[src/rtl/core/scrolling_arrow_pixel_generator_macros.svh]
// Assertion helpers for the scrolling arrow pixel generator.
`ifndef SCROLLING_ARROW_PIXEL_GENERATOR_MACROS_SVH
`define SCROLLING_ARROW_PIXEL_GENERATOR_MACROS_SVH

`ifndef SYNTHESIS
`define SAPG_ASSERT_IMPL(label, clk, rst_n, ante, cons) \
    label: assert property (@(posedge clk) disable iff (!rst_n) (ante) |-> (cons)) \
        else $error("assertion failed");
`define SAPG_ASSERT_NEXT(label, clk, rst_n, ante, cons) \
    label: assert property (@(posedge clk) disable iff (!rst_n) (ante) |=> (cons)) \
        else $error("assertion failed");
`else
`define SAPG_ASSERT_IMPL(label, clk, rst_n, ante, cons)
`define SAPG_ASSERT_NEXT(label, clk, rst_n, ante, cons)
`endif

`endif

[src/rtl/core/sapg_pkg.sv]
package sapg_pkg;

    typedef enum logic [1:0] {
        FUNC_UP    = 2'd0,
        FUNC_LEFT  = 2'd1,
        FUNC_RIGHT = 2'd2,
        FUNC_BLANK = 2'd3
    } func_t;

    typedef enum logic [2:0] {
        CFG_UP_RED     = 3'd0,
        CFG_UP_GREEN   = 3'd1,
        CFG_UP_BLUE    = 3'd2,
        CFG_TURN_RED   = 3'd3,
        CFG_TURN_GREEN = 3'd4,
        CFG_TURN_BLUE  = 3'd5
    } cfg_index_t;

    typedef struct packed {
        logic [7:0] red;
        logic [7:0] green;
        logic [7:0] blue;
    } color_t;

    localparam color_t UP_COLOR_RESET   = '{red: 8'd32, green: 8'd32, blue: 8'd32};
    localparam color_t TURN_COLOR_RESET = '{red: 8'd64, green: 8'd32, blue: 8'd0};

    localparam logic [7:0] TIP_LO    = 8'd7;
    localparam logic [7:0] TIP_HI    = 8'd8;
    localparam logic [7:0] MID_LO    = 8'd6;
    localparam logic [7:0] MID_HI    = 8'd9;
    localparam logic [7:0] WIDE_LO   = 8'd5;
    localparam logic [7:0] WIDE_HI   = 8'd10;
    localparam logic [7:0] SHAFT_END = 8'd11;

    // Distance d from the tip along the scroll axis, cross coordinate a.
    function automatic logic in_arrow(input logic [7:0] d, input logic [7:0] a);
        logic hit;
        if (d == 8'd0) begin
            hit = (a >= TIP_LO) && (a <= TIP_HI);
        end else if (d == 8'd1) begin
            hit = (a >= MID_LO) && (a <= MID_HI);
        end else if (d == 8'd2) begin
            hit = (a >= WIDE_LO) && (a <= WIDE_HI);
        end else if (d < SHAFT_END) begin
            hit = (a >= TIP_LO) && (a <= TIP_HI);
        end else begin
            hit = 1'b0;
        end
        return hit;
    endfunction

endpackage

[src/rtl/core/sapg_locate.sv]
module sapg_locate #(
    parameter int SIDE = 16
) (
    input  logic                                  aclk,
    input  logic                                  aresetn,
    input  logic                                  in_valid,
    output logic                                  in_ready,
    input  logic [1:0]                            in_func,
    input  logic [7:0]                            in_pos,
    input  logic [31:0]                           in_frame,
    output logic                                  out_valid,
    input  logic                                  out_ready,
    output logic [1:0]                            out_func,
    output logic [$clog2(255 / SIDE + 1)-1:0]     out_y,
    output logic [$clog2(SIDE)-1:0]               out_x,
    output logic [$clog2(4 * 255 * (SIDE - 1) + 1)-1:0] out_sum,
    output logic [$clog2(4 * 255 * (SIDE - 1) + 1)-1:0] out_quot
);

    localparam int CW = $clog2(SIDE);
    localparam int YW = $clog2(255 / SIDE + 1);
    localparam int SW = $clog2(4 * 255 * (SIDE - 1) + 1);
    localparam int W1 = 256 % SIDE;
    localparam int W2 = 65536 % SIDE;
    localparam int W3 = 16777216 % SIDE;
    localparam int M1 = (65536 + SIDE - 1) / SIDE;
    localparam int M2 = (16777216 + SIDE - 1) / SIDE;

    logic          v1_reg;
    logic [1:0]    func1_reg;
    logic [7:0]    pos1_reg;
    logic [YW-1:0] y1_reg;
    logic [YW-1:0] y1_next;
    logic [SW-1:0] sum1_reg;
    logic [SW-1:0] sum1_next;
    logic [23:0]   prod1;
    logic          ready1;

    logic          v2_reg;
    logic [1:0]    func2_reg;
    logic [YW-1:0] y2_reg;
    logic [CW-1:0] x2_reg;
    logic [CW-1:0] x2_next;
    logic [SW-1:0] sum2_reg;
    logic [SW-1:0] quot2_reg;
    logic [SW-1:0] quot2_next;
    logic [7:0]    col2;
    logic [39:0]   prod2;
    logic          ready2;

    // Each byte of the frame count is weighted by 256^k mod SIDE.
    always_comb begin
        sum1_next = SW'(32'(in_frame[7:0])
                        + 32'(in_frame[15:8]) * 32'(W1)
                        + 32'(in_frame[23:16]) * 32'(W2)
                        + 32'(in_frame[31:24]) * 32'(W3));
        prod1     = 24'(in_pos) * 24'(M1);
        y1_next   = prod1[16 +: YW];
    end

    always_comb begin
        col2       = pos1_reg - 8'(32'(y1_reg) * SIDE);
        x2_next    = y1_reg[0] ? (CW'(SIDE - 1) - CW'(col2)) : CW'(col2);
        prod2      = 40'(sum1_reg) * 40'(M2);
        quot2_next = prod2[24 +: SW];
    end

    assign ready2   = !v2_reg || out_ready;
    assign ready1   = !v1_reg || ready2;
    assign in_ready = ready1;

    always_ff @(posedge aclk) begin
        if (!aresetn) begin
            v1_reg <= 1'b0;
            v2_reg <= 1'b0;
        end else begin
            if (ready1) begin
                v1_reg <= in_valid;
            end
            if (ready2) begin
                v2_reg <= v1_reg;
            end
        end
    end

    always_ff @(posedge aclk) begin
        if (ready1) begin
            func1_reg <= in_func;
            pos1_reg  <= in_pos;
            y1_reg    <= y1_next;
            sum1_reg  <= sum1_next;
        end
        if (ready2) begin
            func2_reg <= func1_reg;
            y2_reg    <= y1_reg;
            x2_reg    <= x2_next;
            sum2_reg  <= sum1_reg;
            quot2_reg <= quot2_next;
        end
    end

    assign out_valid = v2_reg;
    assign out_func  = func2_reg;
    assign out_y     = y2_reg;
    assign out_x     = x2_reg;
    assign out_sum   = sum2_reg;
    assign out_quot  = quot2_reg;

endmodule

[src/rtl/core/sapg_wrap.sv]
module sapg_wrap #(
    parameter int SIDE = 16
) (
    input  logic                                  aclk,
    input  logic                                  aresetn,
    input  logic                                  in_valid,
    output logic                                  in_ready,
    input  logic [1:0]                            in_func,
    input  logic [$clog2(255 / SIDE + 1)-1:0]     in_y,
    input  logic [$clog2(SIDE)-1:0]               in_x,
    input  logic [$clog2(4 * 255 * (SIDE - 1) + 1)-1:0] in_sum,
    input  logic [$clog2(4 * 255 * (SIDE - 1) + 1)-1:0] in_quot,
    output logic                                  out_valid,
    input  logic                                  out_ready,
    output logic [1:0]                            out_func,
    output logic [$clog2(255 / SIDE + 1)-1:0]     out_y,
    output logic [$clog2(SIDE)-1:0]               out_x,
    output logic [$clog2(SIDE)-1:0]               out_f
);

    localparam int CW = $clog2(SIDE);
    localparam int YW = $clog2(255 / SIDE + 1);
    localparam int SW = $clog2(4 * 255 * (SIDE - 1) + 1);

    logic          v_reg;
    logic [1:0]    func_reg;
    logic [YW-1:0] y_reg;
    logic [CW-1:0] x_reg;
    logic [CW-1:0] f_reg;
    logic [CW-1:0] f_next;
    logic [SW-1:0] rem;

    always_comb begin
        rem    = in_sum - SW'(32'(in_quot) * SIDE);
        f_next = CW'(rem);
    end

    assign in_ready = !v_reg || out_ready;

    always_ff @(posedge aclk) begin
        if (!aresetn) begin
            v_reg <= 1'b0;
        end else if (in_ready) begin
            v_reg <= in_valid;
        end
    end

    always_ff @(posedge aclk) begin
        if (in_ready) begin
            func_reg <= in_func;
            y_reg    <= in_y;
            x_reg    <= in_x;
            f_reg    <= f_next;
        end
    end

    assign out_valid = v_reg;
    assign out_func  = func_reg;
    assign out_y     = y_reg;
    assign out_x     = x_reg;
    assign out_f     = f_reg;

endmodule

[src/rtl/core/sapg_shade.sv]
module sapg_shade #(
    parameter int SIDE = 16
) (
    input  logic                              aclk,
    input  logic                              aresetn,
    input  logic                              in_valid,
    output logic                              in_ready,
    input  logic [1:0]                        in_func,
    input  logic [$clog2(255 / SIDE + 1)-1:0] in_y,
    input  logic [$clog2(SIDE)-1:0]           in_x,
    input  logic [$clog2(SIDE)-1:0]           in_f,
    input  sapg_pkg::color_t                  up_color,
    input  sapg_pkg::color_t                  turn_color,
    output logic                              out_valid,
    input  logic                              out_ready,
    output logic [7:0]                        out_red,
    output logic [7:0]                        out_green,
    output logic [7:0]                        out_blue,
    output logic                              out_lit
);

    localparam int CW = $clog2(SIDE);

    logic             v_reg;
    sapg_pkg::color_t color_reg;
    sapg_pkg::color_t color_next;
    logic             lit_reg;
    logic             lit_next;
    logic             in_grid;
    logic [CW-1:0]    y_c;
    logic [CW:0]      side_w;
    logic [CW:0]      sum_up;
    logic [CW:0]      sum_left;
    logic [CW:0]      d_up;
    logic [CW:0]      d_left;
    logic [CW:0]      d_right;
    sapg_pkg::color_t color_sel;

    always_comb begin
        in_grid  = 32'(in_y) < SIDE;
        y_c      = CW'(in_y);
        side_w   = (CW + 1)'(SIDE);
        sum_up   = (CW + 1)'(y_c) + (CW + 1)'(in_f);
        sum_left = (CW + 1)'(in_x) + (CW + 1)'(in_f);
        d_up     = (sum_up >= side_w) ? (sum_up - side_w) : sum_up;
        d_left   = (sum_left >= side_w) ? (sum_left - side_w) : sum_left;
        if (in_f >= in_x) begin
            d_right = (CW + 1)'(in_f) - (CW + 1)'(in_x);
        end else begin
            d_right = (CW + 1)'(in_f) + side_w - (CW + 1)'(in_x);
        end

        case (in_func)
            sapg_pkg::FUNC_UP: begin
                lit_next  = in_grid && sapg_pkg::in_arrow(8'(d_up), 8'(in_x));
                color_sel = up_color;
            end
            sapg_pkg::FUNC_LEFT: begin
                lit_next  = in_grid && sapg_pkg::in_arrow(8'(d_left), 8'(y_c));
                color_sel = turn_color;
            end
            sapg_pkg::FUNC_RIGHT: begin
                lit_next  = in_grid && sapg_pkg::in_arrow(8'(d_right), 8'(y_c));
                color_sel = turn_color;
            end
            default: begin
                lit_next  = 1'b0;
                color_sel = '0;
            end
        endcase

        color_next = lit_next ? color_sel : '0;
    end

    assign in_ready = !v_reg || out_ready;

    always_ff @(posedge aclk) begin
        if (!aresetn) begin
            v_reg <= 1'b0;
        end else if (in_ready) begin
            v_reg <= in_valid;
        end
    end

    always_ff @(posedge aclk) begin
        if (in_ready) begin
            color_reg <= color_next;
            lit_reg   <= lit_next;
        end
    end

    assign out_valid = v_reg;
    assign out_red   = color_reg.red;
    assign out_green = color_reg.green;
    assign out_blue  = color_reg.blue;
    assign out_lit   = lit_reg;

endmodule

[src/rtl/core/scrolling_arrow_pixel_generator.sv]
// Scrolling arrow pixel generator: one LED color per item, for a SIDE x SIDE serpentine
// strip. The block takes one item every cycle while the output is not stalled, and
// passes it through four register stages: byte-weighted frame count folding with the
// row split, the reciprocal multiply that finds the frame quotient and the column, the
// remainder that yields the frame phase, and the arrow test with color select in the
// output register. A stalled output holds only the stages that are full; empty stages
// upstream keep taking items. Color registers are written through the cfg channel,
// which is always ready.
`include "scrolling_arrow_pixel_generator_macros.svh"

module scrolling_arrow_pixel_generator #(
    parameter int SIDE = 16
) (
    input  logic        aclk,
    input  logic        aresetn,
    input  logic        s_valid,
    output logic        s_ready,
    input  logic [1:0]  s_func,
    input  logic [7:0]  s_strip_position,
    input  logic [31:0] s_frame_count,
    output logic        m_valid,
    input  logic        m_ready,
    output logic [7:0]  m_red,
    output logic [7:0]  m_green,
    output logic [7:0]  m_blue,
    output logic        m_lit,
    input  logic        cfg_valid,
    output logic        cfg_ready,
    input  logic [2:0]  cfg_index,
    input  logic [7:0]  cfg_data
);

    localparam int CW = $clog2(SIDE);
    localparam int YW = $clog2(255 / SIDE + 1);
    localparam int SW = $clog2(4 * 255 * (SIDE - 1) + 1);

    sapg_pkg::color_t up_color_reg;
    sapg_pkg::color_t up_color_next;
    sapg_pkg::color_t turn_color_reg;
    sapg_pkg::color_t turn_color_next;

    logic          loc_valid;
    logic          loc_ready;
    logic [1:0]    loc_func;
    logic [YW-1:0] loc_y;
    logic [CW-1:0] loc_x;
    logic [SW-1:0] loc_sum;
    logic [SW-1:0] loc_quot;

    logic          wrap_valid;
    logic          wrap_ready;
    logic [1:0]    wrap_func;
    logic [YW-1:0] wrap_y;
    logic [CW-1:0] wrap_x;
    logic [CW-1:0] wrap_f;

    assign cfg_ready = 1'b1;

    always_comb begin
        up_color_next   = up_color_reg;
        turn_color_next = turn_color_reg;
        if (cfg_valid) begin
            case (sapg_pkg::cfg_index_t'(cfg_index))
                sapg_pkg::CFG_UP_RED:     up_color_next.red     = cfg_data;
                sapg_pkg::CFG_UP_GREEN:   up_color_next.green   = cfg_data;
                sapg_pkg::CFG_UP_BLUE:    up_color_next.blue    = cfg_data;
                sapg_pkg::CFG_TURN_RED:   turn_color_next.red   = cfg_data;
                sapg_pkg::CFG_TURN_GREEN: turn_color_next.green = cfg_data;
                sapg_pkg::CFG_TURN_BLUE:  turn_color_next.blue  = cfg_data;
                default: ;
            endcase
        end
    end

    always_ff @(posedge aclk) begin
        if (!aresetn) begin
            up_color_reg   <= sapg_pkg::UP_COLOR_RESET;
            turn_color_reg <= sapg_pkg::TURN_COLOR_RESET;
        end else begin
            up_color_reg   <= up_color_next;
            turn_color_reg <= turn_color_next;
        end
    end

    sapg_locate #(
        .SIDE(SIDE)
    ) u_locate (
        .aclk      (aclk),
        .aresetn   (aresetn),
        .in_valid  (s_valid),
        .in_ready  (s_ready),
        .in_func   (s_func),
        .in_pos    (s_strip_position),
        .in_frame  (s_frame_count),
        .out_valid (loc_valid),
        .out_ready (loc_ready),
        .out_func  (loc_func),
        .out_y     (loc_y),
        .out_x     (loc_x),
        .out_sum   (loc_sum),
        .out_quot  (loc_quot)
    );

    sapg_wrap #(
        .SIDE(SIDE)
    ) u_wrap (
        .aclk      (aclk),
        .aresetn   (aresetn),
        .in_valid  (loc_valid),
        .in_ready  (loc_ready),
        .in_func   (loc_func),
        .in_y      (loc_y),
        .in_x      (loc_x),
        .in_sum    (loc_sum),
        .in_quot   (loc_quot),
        .out_valid (wrap_valid),
        .out_ready (wrap_ready),
        .out_func  (wrap_func),
        .out_y     (wrap_y),
        .out_x     (wrap_x),
        .out_f     (wrap_f)
    );

    sapg_shade #(
        .SIDE(SIDE)
    ) u_shade (
        .aclk       (aclk),
        .aresetn    (aresetn),
        .in_valid   (wrap_valid),
        .in_ready   (wrap_ready),
        .in_func    (wrap_func),
        .in_y       (wrap_y),
        .in_x       (wrap_x),
        .in_f       (wrap_f),
        .up_color   (up_color_reg),
        .turn_color (turn_color_reg),
        .out_valid  (m_valid),
        .out_ready  (m_ready),
        .out_red    (m_red),
        .out_green  (m_green),
        .out_blue   (m_blue),
        .out_lit    (m_lit)
    );

    `SAPG_ASSERT_IMPL(a_unlit_black, aclk, aresetn, m_valid && !m_lit, m_red == 8'd0 && m_green == 8'd0 && m_blue == 8'd0)
    `SAPG_ASSERT_IMPL(a_lit_color, aclk, aresetn, m_valid && m_lit, (m_red == up_color_reg.red && m_green == up_color_reg.green && m_blue == up_color_reg.blue) || (m_red == turn_color_reg.red && m_green == turn_color_reg.green && m_blue == turn_color_reg.blue))
    `SAPG_ASSERT_IMPL(a_drain_frees_input, aclk, aresetn, m_ready, s_ready)
    `SAPG_ASSERT_NEXT(a_cfg_up_red, aclk, aresetn, cfg_valid && cfg_ready && cfg_index == sapg_pkg::CFG_UP_RED, up_color_reg.red == $past(cfg_data))

endmodule

[config.mk]
export PLATFORM = sky130hd
export DESIGN_NAME = scrolling_arrow_pixel_generator
export DESIGN_NICKNAME = d
export VERILOG_FILES = /design/src/rtl/core/sapg_pkg.sv /design/src/rtl/core/sapg_locate.sv /design/src/rtl/core/sapg_wrap.sv /design/src/rtl/core/sapg_shade.sv /design/src/rtl/core/scrolling_arrow_pixel_generator.sv
export VERILOG_INCLUDE_DIRS = /design/src /design/src/rtl/core
export SDC_FILE = /design/constraint.sdc
export NUM_CORES = 1
export LEC_CHECK = 0
export ABC_AREA = 1
export BUFFER_PORTS_ARGS = -buffer_cell sky130_fd_sc_hd__buf_4
export CORE_UTILIZATION = 40
export DETAILED_ROUTE_END_ITERATION = 10
export PLACE_DENSITY = 0.68
export SKIP_CTS_REPAIR_TIMING = 1
export SYNTH_ARGS = -nofsm -noshare
export SYNTH_HDL_FRONTEND = slang
export SYNTH_SLANG_ARGS = --single-unit
[constraint.sdc]
create_clock -name aclk -period 7.7 [get_ports aclk]
set_input_delay 1.54 -clock aclk [delete_from_list [all_inputs] [get_ports aclk]]
set_output_delay 1.54 -clock aclk [all_outputs]
set_load 0.01 [all_outputs]
==> impl_metrics.yaml <==
clock_tree:
  cts_htree_levels: 4
  clock-sinks: 119
  clk_pin_slew_worst_paths_ns: 0.05
  clockBufferDepth: 2
  clk_latency_ns: 0.41
  cts-buffers-inserted: 17
  cts_root_buf: "clkbuf_16"
  tritoncts: "done"
layout:
  diodes: 0
  final_area_um2: 6370
  area_growth_pct: 23.1
  final_layout_size_suffix_gt1_share_pct: 16.7
  final_cells: 802
  num-nets-final: 693
pwr:
  p_total_uw: 1700
  powerDensity_nw_per_um2: 267
  p_leak_uw: 0.00275
  seqPwrFrac_pct: 42.0
  p_int_uw: 1310
  swShare_pct: 22.9
  ir_drop_uv: 143
  p_sw_uw: 390
  pwr-share-clk_pct: 48.8
  comb_power_share_pct: 9.2
timing:
  setup_violations: 0
  slew_viol_final: 0
  fin_tns_setup_ns: 0
  fmax_ghz: 0.201
  tightest_slew_ns: 0.950
  fin_crit_ns: 4.97
  slew_headroom_pct: 36.7
  timing.final.hold_violations: 0
  finClkSkew_ns: 0.00539
  setup_ws_ns: 2.73
  rsz0062_at_grt: "false"
  min_period_over_period_pct: 64.6
grt:
  overflow: 0
  grt_max_degree: 51
  first_global_vias: 3642
  grt_usage_pct: 17.1
  antenna_found_initial: 0
  grt_pass1_wl_um: 17200
synth:
  ys_types: 29
  ys_ff_latch: 119
  yosys_warnings: 0
  seq_area_frac_synth_pct: 59.0
  syn_area_um2: 5180
  netlist_instances: 556
  synth.avg_cell_area_um2: 9.31
  synth_fp_nets: 632
placed_design:
  gp_congestion: 0.835
  place_area_um2: 5740
  placed_cells: 770
  place_ws_ns: 2.69
  dp_hpwl_um: 7040
  io_buffer_count: 56
setup_path:
  cp-end-kind: "primary output"
  startpoint: "m_ready"
  rr_startpoint: "u_wrap.out_f[0]$_DFFE_PP_"
  crit_fanout: 27
  slowest_delay_ns: 0.52
  critPathRequiredTime_ns: 6.16
  endpoint: "s_ready"
  crit_type: "in2out"
  r2r_slack_ns: 5.04
  rr_worst_depth: 13
  worstPathCellList: "buf_4 -> nor2_1 -> inv_1 -> buf_4 -> nor2_1 -> inv_1 -> nor2_1 -> nand2_1 -> buf_4"
  arrival_ns: 3.43
  critPathSlowestCell: "nand2_1"
  critPathLaunchType: "input pin"
  timing.rr.end: "u_shade.out_red[2]$_SDFFCE_PN0P_"
routing:
  wirelength_um: 10800
  ant_nets: 0
  vias: 3849
  drt_pass1_iterations: 5
  drc_errors: 0
  wire_per_inst_um: 13.5
  drtIter0Drc: 260
  avgViaCountPerCell: 4.80
floorplanning:
  die_y_um: 116
  die_x_um: 116
  io_pins: 86
  num_rows: 41
  die-area_um2: 13400
  start_util_pct: 41.0
  core_um2: 12600
status:
  status: "finished, final reports clean"
hold_path:
  min_path_type: "reg2reg"
run:
  max-cap-violations: 0
## cell usage after synthesis
cell      number  area share, %
buf_4          1           0.15
a21oi_2        1           0.17
nand2_4        1           0.22
xnor2_1        2           0.34
buf_1          1          0.072
fa_1           3            1.2
clkinv_1       4           0.29
ha_1          15            3.6
nand2_2        1           0.12
o21a_1         1           0.15
edfxtp_1      67             39
buf_6          3           0.65
nand4_1        1           0.12
inv_2          2           0.15
dfxtp_1       52             20
clkbuf_1      10           0.73
conb_1         1          0.072
nand3_1       30            2.9
xor2_1         4           0.68
inv_1         85            6.2
nand2_1       73            5.3
nor2_2        12            1.5
a22o_1         7            1.2
nand3b_1       1           0.15
o22ai_1        3           0.36
a21oi_1       26            2.5
o211ai_1       1           0.15
nor2_1        88            6.4
o21ai_0       60            5.8
## logic make-up after synthesis
kind of cell               after synthesis  share of synthesized area (%)
AOI/OAI and AO/OA                       99                           10.3
xor gates and xnor gates                 6                           1.02
adders and majority gates               18                           4.79
buffers and inverters                  106                           8.19
DFF                                    119                           59.0
other                                    1                         0.0724
and+or+nand+nor                        207                           16.6
## layer usage
layer | track usage, % | wire length (um)
met1 | 21.3 | 4840
met2 | 27.7 | 5380
met3 | 5.18 | 487
met4 | 6.84 | 127
met5 | 0 | 0
## worst max-delay path, delay by kind of cell
family,cells,cell delay [ns]
buf+inv,5,1.11
simple gates,4,0.77
## cell type report
type                       instances  area (um^2)
clock inverter                    10          138
tap                              172          215
timing repair buffer              57          428
fill                            1148         6250
sequential                       119         3050
multi-input combinational        331         1700
inverter                          91          342
clock buffer                      22          495
## worst min-delay path by stage
stage | start | cells past startpoint | to
floorplan | u_locate.func1_reg[0]$_DFFE_PP_ | 0 | u_locate.out_func[0]$_DFFE_PP_
global placement | u_locate.sum1_reg[1]$_DFFE_PP_ | 0 | u_locate.out_sum[1]$_DFFE_PP_
detailed placement | u_locate.out_func[1]$_DFFE_PP_ | 0 | u_wrap.out_func[1]$_DFFE_PP_
CTS | u_locate.out_func[1]$_DFFE_PP_ | 0 | u_wrap.out_func[1]$_DFFE_PP_
global route | u_locate.out_x[0]$_DFFE_PP_ | 0 | u_wrap.out_x[0]$_DFFE_PP_
finish | u_locate.out_func[1]$_DFFE_PP_ | 0 | u_wrap.out_func[1]$_DFFE_PP_
## cells in the final DEF (no fill, tap or decap), drive strengths merged
master | Yosys | layout
conb | 1 | 1
nor2 | 100 | 100
clkinvlp | 0 | 3
clkinv | 4 | 6
ha | 15 | 15
nand2 | 75 | 75
o211ai | 1 | 1
inv | 87 | 89
edfxtp | 67 | 67
fa | 3 | 3
clkbuf | 10 | 22
nand3b | 1 | 1
o21a | 1 | 1
o22ai | 3 | 3
a21oi | 27 | 27
dfxtp | 52 | 52
o21ai | 60 | 60
xnor2 | 2 | 2
a22o | 7 | 7
nand4 | 1 | 1
bufinv | 0 | 3
xor2 | 4 | 4
buf | 5 | 57
nand3 | 30 | 30
## stage by stage
step | hold WS (ns) | utilization (%)
after floorplan | 0.400 | -
after global placement | 0.402 | 45.5
after detailed placement | 0.405 | 45.5
after CTS | 0.415 | 50.5
after global routing | 0.422 | 50.5
final | 0.415 | 50.5
## power groups by stage
stage | Combinational [uW] | Sequential (uW) | Clock (uW)
6_report | 156 | 714 | 831
5_1_grt | 177 | 717 | 871
4_1_cts | 156 | 714 | 841
3_5_place_dp | 154 | 727 | 0
3_3_place_gp | 147 | 725 | 0
2_1_floorplan | 107 | 725 | 0
(Power assumes the default switching activity.)
